==> src/sv/bvam_pkg.sv <==
`timescale 1ns / 1ps
`default_nettype none
// ----------------------------------------------------------------------------
// bvam_pkg: shared types and constants of the battery voltage average monitor
// Window geometry, derived datapath widths, register indexes, the controller
// state type and the command and status bundles.
// ----------------------------------------------------------------------------
package bvam_pkg;

	// Window geometry
	localparam int WINDOW      = 10;
	localparam int SAMPLE_BITS = 10;

	// Port widths fixed by the interface
	localparam int ADC_W        = 10;
	localparam int VOLT_W       = 16;
	localparam int USED_W       = 4;
	localparam int GAIN_W       = 24;
	localparam int THRESH_W     = 16;
	localparam int CFG_INDEX_W  = 4;
	localparam int CFG_DATA_W   = 24;
	localparam int GAIN_FRAC_W  = 16;

	// Derived datapath widths
	localparam int SUM_MAX  = WINDOW * ((1 << SAMPLE_BITS) - 1);
	localparam int SUM_W    = $clog2(SUM_MAX + 1);
	localparam int POS_W    = (WINDOW > 1) ? $clog2(WINDOW) : 1;
	localparam int COUNT_W  = $clog2(WINDOW + 1);
	localparam int PROD_W   = SUM_W + GAIN_W;
	localparam int QUOT_W   = PROD_W - GAIN_FRAC_W;
	localparam int STEP_W   = $clog2(QUOT_W + 1);

	// Register reset values
	localparam logic [GAIN_W-1:0]   GAIN_RESET   = GAIN_W'(96095);
	localparam logic [THRESH_W-1:0] THRESH_RESET = THRESH_W'(600);

	// Register indexes
	localparam logic [CFG_INDEX_W-1:0] CFG_GAIN   = CFG_INDEX_W'(0);
	localparam logic [CFG_INDEX_W-1:0] CFG_THRESH = CFG_INDEX_W'(1);

	typedef enum logic [2:0] {
		ST_IDLE,
		ST_UPDATE,
		ST_MULT,
		ST_DIV,
		ST_DONE
	} state_t;

	typedef struct packed {
		logic load_in;   // capture sample, read oldest ring entry
		logic update;    // write ring, adjust sum, advance position
		logic mult;      // scale sum by gain, start divider
		logic div_step;  // one quotient bit
		logic load_out;  // fill output register
	} cmd_t;

	typedef struct packed {
		logic div_last;  // current step produces the final quotient bit
	} sts_t;

endpackage
`default_nettype wire

==> src/sv/bvam_ctrl.sv <==
`timescale 1ns / 1ps
`default_nettype none
// ----------------------------------------------------------------------------
// bvam_ctrl: sequencing controller
// Steps one sample through ring update, gain multiply and serial divide, and
// owns the input stall and the output valid flag.
// ----------------------------------------------------------------------------
module bvam_ctrl
	import bvam_pkg::*;
(
	input  wire  clk,
	input  wire  arst_n,
	input  wire  in_valid,
	output logic in_stall,
	output logic out_valid,
	input  wire  out_stall,
	input  sts_t sts,
	output cmd_t cmd
);

	state_t state_q, state_d;
	logic   out_valid_q;

	// State register
	always_ff @(posedge clk or negedge arst_n) begin
		if (!arst_n) begin
			state_q <= ST_IDLE;
		end else begin
			state_q <= state_d;
		end
	end

	// Next state and commands
	always_comb begin
		state_d = state_q;
		cmd     = '0;
		case (state_q)
			ST_IDLE: begin
				if (in_valid) begin
					cmd.load_in = 1'b1;
					state_d     = ST_UPDATE;
				end
			end
			ST_UPDATE: begin
				cmd.update = 1'b1;
				state_d    = ST_MULT;
			end
			ST_MULT: begin
				cmd.mult = 1'b1;
				state_d  = ST_DIV;
			end
			ST_DIV: begin
				cmd.div_step = 1'b1;
				if (sts.div_last) begin
					state_d = ST_DONE;
				end
			end
			ST_DONE: begin
				if (!out_valid_q || !out_stall) begin
					cmd.load_out = 1'b1;
					state_d      = ST_IDLE;
				end
			end
			default: begin
				state_d = ST_IDLE;
			end
		endcase
	end

	assign in_stall = (state_q != ST_IDLE);

	// Hold output valid until the beat is taken
	always_ff @(posedge clk or negedge arst_n) begin
		if (!arst_n) begin
			out_valid_q <= 1'b0;
		end else if (cmd.load_out) begin
			out_valid_q <= 1'b1;
		end else if (!out_stall) begin
			out_valid_q <= 1'b0;
		end
	end

	assign out_valid = out_valid_q;

	// Never overwrite a result that is still waiting
	a_no_overwrite: assert property (@(posedge clk) disable iff (!arst_n)
		cmd.load_out |-> !(out_valid_q && out_stall))
		else $error("output register overwritten while stalled");

	// An accepted beat starts the ring update
	a_accept_update: assert property (@(posedge clk) disable iff (!arst_n)
		(in_valid && !in_stall) |=> (state_q == ST_UPDATE))
		else $error("accepted beat did not start update");

	// A new result appears only after the divider finished
	a_valid_after_div: assert property (@(posedge clk) disable iff (!arst_n)
		$rose(out_valid_q) |-> $past(state_q == ST_DONE))
		else $error("output valid without finished division");

	// The last divide step is flagged only while dividing
	a_last_in_div: assert property (@(posedge clk) disable iff (!arst_n)
		sts.div_last |-> (state_q == ST_DIV))
		else $error("divider finish flagged outside divide state");

endmodule
`default_nettype wire

==> src/sv/bvam_datapath.sv <==
`timescale 1ns / 1ps
`default_nettype none
// ----------------------------------------------------------------------------
// bvam_datapath: ring, running sum, gain multiply and serial divider
// Holds the configuration registers, the sample ring memory, the running sum,
// a restoring divider by the sample count and the output payload register.
// ----------------------------------------------------------------------------
module bvam_datapath
	import bvam_pkg::*;
(
	input  wire                     clk,
	input  wire                     arst_n,
	input  cmd_t                    cmd,
	output sts_t                    sts,
	input  wire  [ADC_W-1:0]        adc_sample,
	input  wire                     cfg_we,
	input  wire  [CFG_INDEX_W-1:0]  cfg_index,
	input  wire  [CFG_DATA_W-1:0]   cfg_data,
	output logic [VOLT_W-1:0]       voltage_centi,
	output logic                    undervoltage,
	output logic [USED_W-1:0]       samples_used
);

	logic [GAIN_W-1:0]      gain_q;
	logic [THRESH_W-1:0]    thresh_q;
	logic [SAMPLE_BITS-1:0] ring [WINDOW];
	logic [SAMPLE_BITS-1:0] sample_q;
	logic [SAMPLE_BITS-1:0] old_q;
	logic [POS_W-1:0]       pos_q;
	logic                   full_q;
	logic [SUM_W-1:0]       sum_q;
	logic [COUNT_W-1:0]     count;
	logic [PROD_W-1:0]      prod;
	logic [QUOT_W-1:0]      dvd_q;
	logic [COUNT_W-1:0]     rem_q;
	logic [COUNT_W:0]       trial;
	logic                   qbit;
	logic [STEP_W-1:0]      step_q;
	logic [VOLT_W-1:0]      volt_sat;
	logic [VOLT_W-1:0]      volt_q;
	logic                   uv_q;
	logic [USED_W-1:0]      used_q;

	// Configuration registers
	always_ff @(posedge clk or negedge arst_n) begin
		if (!arst_n) begin
			gain_q   <= GAIN_RESET;
			thresh_q <= THRESH_RESET;
		end else if (cfg_we) begin
			if (cfg_index == CFG_GAIN) begin
				gain_q <= cfg_data[GAIN_W-1:0];
			end else if (cfg_index == CFG_THRESH) begin
				thresh_q <= cfg_data[THRESH_W-1:0];
			end
		end
	end

	// Ring memory: read oldest entry on accept, write new sample on update
	always_ff @(posedge clk) begin
		if (cmd.load_in) begin
			sample_q <= SAMPLE_BITS'(adc_sample);
			old_q    <= ring[pos_q];
		end
		if (cmd.update) begin
			ring[pos_q] <= sample_q;
		end
	end

	// Running sum, write position and fill flag
	always_ff @(posedge clk or negedge arst_n) begin
		if (!arst_n) begin
			pos_q  <= '0;
			full_q <= 1'b0;
			sum_q  <= '0;
		end else if (cmd.update) begin
			sum_q <= sum_q - (full_q ? SUM_W'(old_q) : SUM_W'(0)) + SUM_W'(sample_q);
			if (pos_q == POS_W'(WINDOW - 1)) begin
				pos_q  <= '0;
				full_q <= 1'b1;
			end else begin
				pos_q <= pos_q + POS_W'(1);
			end
		end
	end

	// Samples in the average
	assign count = full_q ? COUNT_W'(WINDOW) : COUNT_W'(pos_q);

	// Scale by gain, drop the fraction bits
	assign prod = PROD_W'(sum_q) * PROD_W'(gain_q);

	// Restoring divider: one quotient bit per step
	assign trial = {rem_q, dvd_q[QUOT_W-1]};
	assign qbit  = (trial >= {1'b0, count});

	always_ff @(posedge clk) begin
		if (cmd.mult) begin
			dvd_q <= prod[PROD_W-1:GAIN_FRAC_W];
			rem_q <= '0;
		end else if (cmd.div_step) begin
			dvd_q <= {dvd_q[QUOT_W-2:0], qbit};
			if (qbit) begin
				rem_q <= COUNT_W'(trial - {1'b0, count});
			end else begin
				rem_q <= trial[COUNT_W-1:0];
			end
		end
	end

	always_ff @(posedge clk or negedge arst_n) begin
		if (!arst_n) begin
			step_q <= '0;
		end else if (cmd.mult) begin
			step_q <= '0;
		end else if (cmd.div_step) begin
			step_q <= step_q + STEP_W'(1);
		end
	end

	assign sts.div_last = (step_q == STEP_W'(QUOT_W - 1));

	// Saturate the quotient to 16 bits
	assign volt_sat = (|dvd_q[QUOT_W-1:VOLT_W]) ? '1 : dvd_q[VOLT_W-1:0];

	// Output payload register
	always_ff @(posedge clk) begin
		if (cmd.load_out) begin
			volt_q <= volt_sat;
			uv_q   <= (volt_sat < thresh_q);
			used_q <= USED_W'(count);
		end
	end

	assign voltage_centi = volt_q;
	assign undervoltage  = uv_q;
	assign samples_used  = used_q;

endmodule
`default_nettype wire

==> src/sv/battery_voltage_average_monitor.sv <==
`timescale 1ns / 1ps
`default_nettype none
// ----------------------------------------------------------------------------
// battery_voltage_average_monitor: moving average with undervoltage trip
// Averages the last ten converter samples (fewer while warming up), scales
// the average to centivolts with a Q16 gain and flags readings below a trip
// threshold.
//
//   channel | handshake              | beat contents
//   --------+------------------------+-------------------------------------
//   in      | in_valid / in_stall    | adc_sample
//   out     | out_valid / out_stall  | voltage_centi, undervoltage,
//           |                        | samples_used
//   cfg     | cfg_valid / cfg_ready  | cfg_index, cfg_data
//
// Each sample is accepted, written to the ring, scaled by the gain, run through
// the restoring divider by the sample count, one quotient bit a cycle, and
// then loaded into the output register.
// in_stall is low only while the sequencer waits for a new sample; a waiting
// result in the output register does not block acceptance of the next one.
// A finished result waits in the divider until the output register is free.
// Reset clears the sum, position and fill flag and loads register defaults;
// no clearing pass is needed. cfg_ready is always high.
// ----------------------------------------------------------------------------
module battery_voltage_average_monitor
	import bvam_pkg::*;
(
	input  wire                     clk,
	input  wire                     arst_n,
	input  wire                     in_valid,
	output logic                    in_stall,
	input  wire  [ADC_W-1:0]        adc_sample,
	output logic                    out_valid,
	input  wire                     out_stall,
	output logic [VOLT_W-1:0]       voltage_centi,
	output logic                    undervoltage,
	output logic [USED_W-1:0]       samples_used,
	input  wire                     cfg_valid,
	output logic                    cfg_ready,
	input  wire  [CFG_INDEX_W-1:0]  cfg_index,
	input  wire  [CFG_DATA_W-1:0]   cfg_data
);

	cmd_t cmd;
	sts_t sts;

	// Registers accept a write every cycle
	assign cfg_ready = 1'b1;

	bvam_ctrl u_ctrl (
		.clk       (clk),
		.arst_n    (arst_n),
		.in_valid  (in_valid),
		.in_stall  (in_stall),
		.out_valid (out_valid),
		.out_stall (out_stall),
		.sts       (sts),
		.cmd       (cmd)
	);

	bvam_datapath u_datapath (
		.clk           (clk),
		.arst_n        (arst_n),
		.cmd           (cmd),
		.sts           (sts),
		.adc_sample    (adc_sample),
		.cfg_we        (cfg_valid && cfg_ready),
		.cfg_index     (cfg_index),
		.cfg_data      (cfg_data),
		.voltage_centi (voltage_centi),
		.undervoltage  (undervoltage),
		.samples_used  (samples_used)
	);

endmodule
`default_nettype wire

==> config.mk <==
export PLATFORM = sky130hd
export DESIGN_NAME = battery_voltage_average_monitor
export DESIGN_NICKNAME = d
export VERILOG_FILES = /design/src/sv/bvam_pkg.sv /design/src/sv/bvam_ctrl.sv /design/src/sv/bvam_datapath.sv /design/src/sv/battery_voltage_average_monitor.sv
export SDC_FILE = /design/constraint.sdc
export NUM_CORES = 1
export LEC_CHECK = 0
export BUFFER_PORTS_ARGS = -buffer_cell sky130_fd_sc_hd__buf_2
export CORE_MARGIN = 2
export CORE_UTILIZATION = 60
export DETAILED_ROUTE_END_ITERATION = 16
export GPL_TIMING_DRIVEN = 0
export PLACE_DENSITY_LB_ADDON = 0.12
export SYNTH_ARGS = -nofsm -noshare
export SYNTH_HDL_FRONTEND = slang
export SYNTH_SLANG_ARGS = --single-unit
export TNS_END_PERCENT = 20
==> constraint.sdc <==
create_clock -name clk -period 8.1 [get_ports clk]
set_input_delay 2.43 -clock clk [delete_from_list [all_inputs] [get_ports clk]]
set_output_delay 2.43 -clock clk [all_outputs]
set_load 0.05 [all_outputs]
==> key figures <==
Run status
  – Outcome: finished clean

Floorplan
  – Core ar.: 0.0343 mm^2
  – Die width: 190 um
  – I/O Pins: 67
  – Die Height: 190 um
  – Starting Density: 0.606
  – Row cnt: 68
  – Die Footprint: 0.0361 mm^2

Logic synthesis
  – Mapped Nets: 2,385
  – Synth cell types: 66
  – Synth area leader: fa_1
  – FFs w/ async S/R, synth: 0.289
  – Synth Register Bits: 235
  – Number of synthesized flops with an enable pin: 163
  – Mapped Cells: 1,936
  – Sequential share of the synthesized area: 0.322
  – Mapped Area: 0.0208 mm^2
  – Main synth FF type: edfxtp_1
  – Yosys warns: 0
  – Mean post-synth cell area: 10.7 um^2
  – Ranking of synthesized cells by area: fa_1, edfxtp_1, ha_1
  – Synth top area share: 0.261

Route
  – Post-route DRC: 0
  – DRT Wirelength: 50,000 um
  – Routed Antenna Nets: 0
  – Vias: 14,217
  – Vias/cell: 5.67
  – Drt first-iter violations: 953
  – Post-DR wirelength/cell: 19.9 um
  – Drt first pass iters: 5

CTS
  – Hold buffers post-CTS: 0
  – CTS buffer count: 25
  – Clock sinks: 235
  – Maximum clock path buffer count: 3
  – CTS resizes: 0
  – Setup Fix Bufs, Post-CTS: 0
  – Clk_lat worst skew: 0.54 ns
  – Clock transition at the registers of the reported paths: 0.06 ns
  – TritonCTS clock tree: built
  – H-tree depth: 1
  – Clock tree root buffer cell: clkbuf_16

Setup path
  – WS Path Type: reg -> reg
  – Critical Path Source: u_datapath.sum_q[12]
  – Setup crit end kind: flip-flop
  – Crit path launch type: flip-flop
  – Critical Path RT: 8.39 ns
  – Worst reg2reg startpoint: u_datapath.sum_q[12]
  – FF-to-FF path depth: 21
  – Worst-path maximum fanout: 10
  – Crit path arrival time: 7.98 ns

Hold path
  – Worst Hold Class: reg -> reg
  – Critical hold path startpoint: u_datapath.rem_q[3]
  – Hold path cells: 1

Timing
  – Final setup TNS: 0 ns
  – Tcrit/Tclk final: 0.950
  – RSZ-0062 raised after global routing: no
  – Fmax: 0.130 GHz
  – Max Transition Viols Final: 0
  – Relative slew slack: 0.144
  – Fin. Hold Viols: 0
  – Worst slew pin tran: 1.28 ns
  – Worst Skew: 0.0102 ns
  – Final setup vio count: 0
  – Post-route minimum period: 7.69 ns

Finish
  – Layout Nets: 2,483
  – Area Overhead vs Synth: 8.81%
  – Fill count: 2,716
  – Antenna Cells: 0
  – Most common cell after layout, fill and taps aside: inv_1
  – Design Area, Final: 0.0226 mm^2
  – Most frequent cells in the layout: inv_1, fa_1, nand2_1
  – Layout cells sized above 1: 0.110
  – Final core utilization: 0.659

Place
  – Gpl congestion: 0.933
  – # port buffers: 65
  – Dpl cell area: 0.0218 mm^2
  – DP Wirelength: 39,800 um

Global route
  – Overall routing resource usage: 0.288
  – Total grt overflow: 0
  – Vias in the first global route: 14,652
  – Initial antenna violation count: 1
  – Wire length of the first global-routing pass: 79,400 um
  – Largest net degree at the start of global routing: 37

Flow run
  – Max Cap Violations: 0
[through the flow]
step | instances | hold slack [ns] | setup slack (ns)
4_1_cts | 2508 | 0.481 | 0.439
2_1_floorplan | 1936 | 0.450 | 1.93
3_5_place_dp | 2462 | 0.464 | 0.447
3_3_place_gp | 2456 | 0.466 | 0.533
6_report | 2508 | 0.492 | 0.408
5_1_grt | 2508 | 0.508 | 0.00847
[cell families (layout without fill, tap and decap cells)]
kind of cell               after synthesis  in the layout  synth area share
adders and majority gates              406            406             0.343
AOI/OAI and AO/OA                      196            196            0.0602
buffers and inverters                  439            556            0.0796
DFF                                    235            235             0.322
and+or+nand+nor                        548            548             0.129
xor gates and xnor gates                37             37            0.0156
muxes                                   74             74            0.0502
other                                    1              1          0.000181
[layer usage]
layer  vias to the layer above  track usage  wire length [um]
met5                         -            0                 0
met4                         0        0.116              2010
met3                       102       0.0345              2690
met2                       439        0.494             25000
met1                      7305        0.376             20300
li1                       6371            -                 -
[cell usage after synthesis (6+ instances only)]
master    count
xor2_1       13
or2_2        20
edfxtp_1    163
o21ai_1       8
xnor2_1      24
nand2b_1     11
mux2i_1      12
a21o_1       21
fa_1        271
nand4_1       9
o21a_1        7
nor2b_1      17
dfstp_2      17
a31oi_1       6
a211oi_1     13
o211ai_1      6
mux2_2       42
and2_1      157
nand2_1     260
dfrtp_1      51
mux4_2       20
nor3_1       11
a21oi_1      49
ha_1        135
inv_1       354
nand3_1      12
o21ai_0      50
clkbuf_1     81
nor2_1       33
[critical path, stage by stage, from the launching register on]
cell and delay (ns):
dfrtp_1 0.32, clkbuf_1 0.57, clkbuf_1 0.73, nand2_1 0.18, fa_1 0.52, fa_1 0.50, inv_1 0.05, fa_1 0.47
fa_1 0.40, fa_1 0.51, inv_1 0.07, fa_1 0.49, inv_1 0.04, ha_1 0.32, a21oi_1 0.21, nand3_1 0.12
a211o_1 0.26, a41o_1 0.27, a2111oi_0 0.92, o21a_1 0.28, or4_1 0.12, nand3_1 0.07
[worst paths after layout]
check,to,slack [ns]
worst max register to register,u_datapath.dvd_q[15],0.41
max in group asynchronous,u_datapath.gain_q[1],5.62
min in group asynchronous,u_ctrl.out_valid,1.84
worst max-delay path,u_datapath.dvd_q[15],0.41
worst min register to register,u_datapath.rem_q[3],0.49
worst min-delay path,u_datapath.rem_q[3],0.49
[registers in the layout, indices dropped and copies added, names as in the netlist, 3 cells and up]
signal                    flops
u_ctrl.state_q                3
u_datapath.dvd_q             22
u_datapath.gain_q            24
u_datapath.old_q             10
u_datapath.pos_q              4
u_datapath.rem_q              4
u_datapath.ring             100
u_datapath.sample_q          10
u_datapath.samples_used       4
u_datapath.step_q             5
u_datapath.sum_q             14
u_datapath.thresh_q          16
u_datapath.voltage_centi     16
[cell type report]
| type | instances | area, um^2 | area share |
|---|---|---|---|
| clock buffer | 32 | 662 | 0.0293 |
| tap | 455 | 569 | 0.0252 |
| timing repair buffer | 71 | 404 | 0.0179 |
| inverter | 354 | 1330 | 0.0588 |
| clock inverter | 14 | 150 | 0.00664 |
| sequential | 235 | 6700 | 0.296 |
| multi-input combinational | 1262 | 12500 | 0.551 |
| buffer | 85 | 325 | 0.0144 |
Power is left out: the tool's default activity adds up to more than one toggle a clock period on the data nets, which glitch-free logic cannot reach.
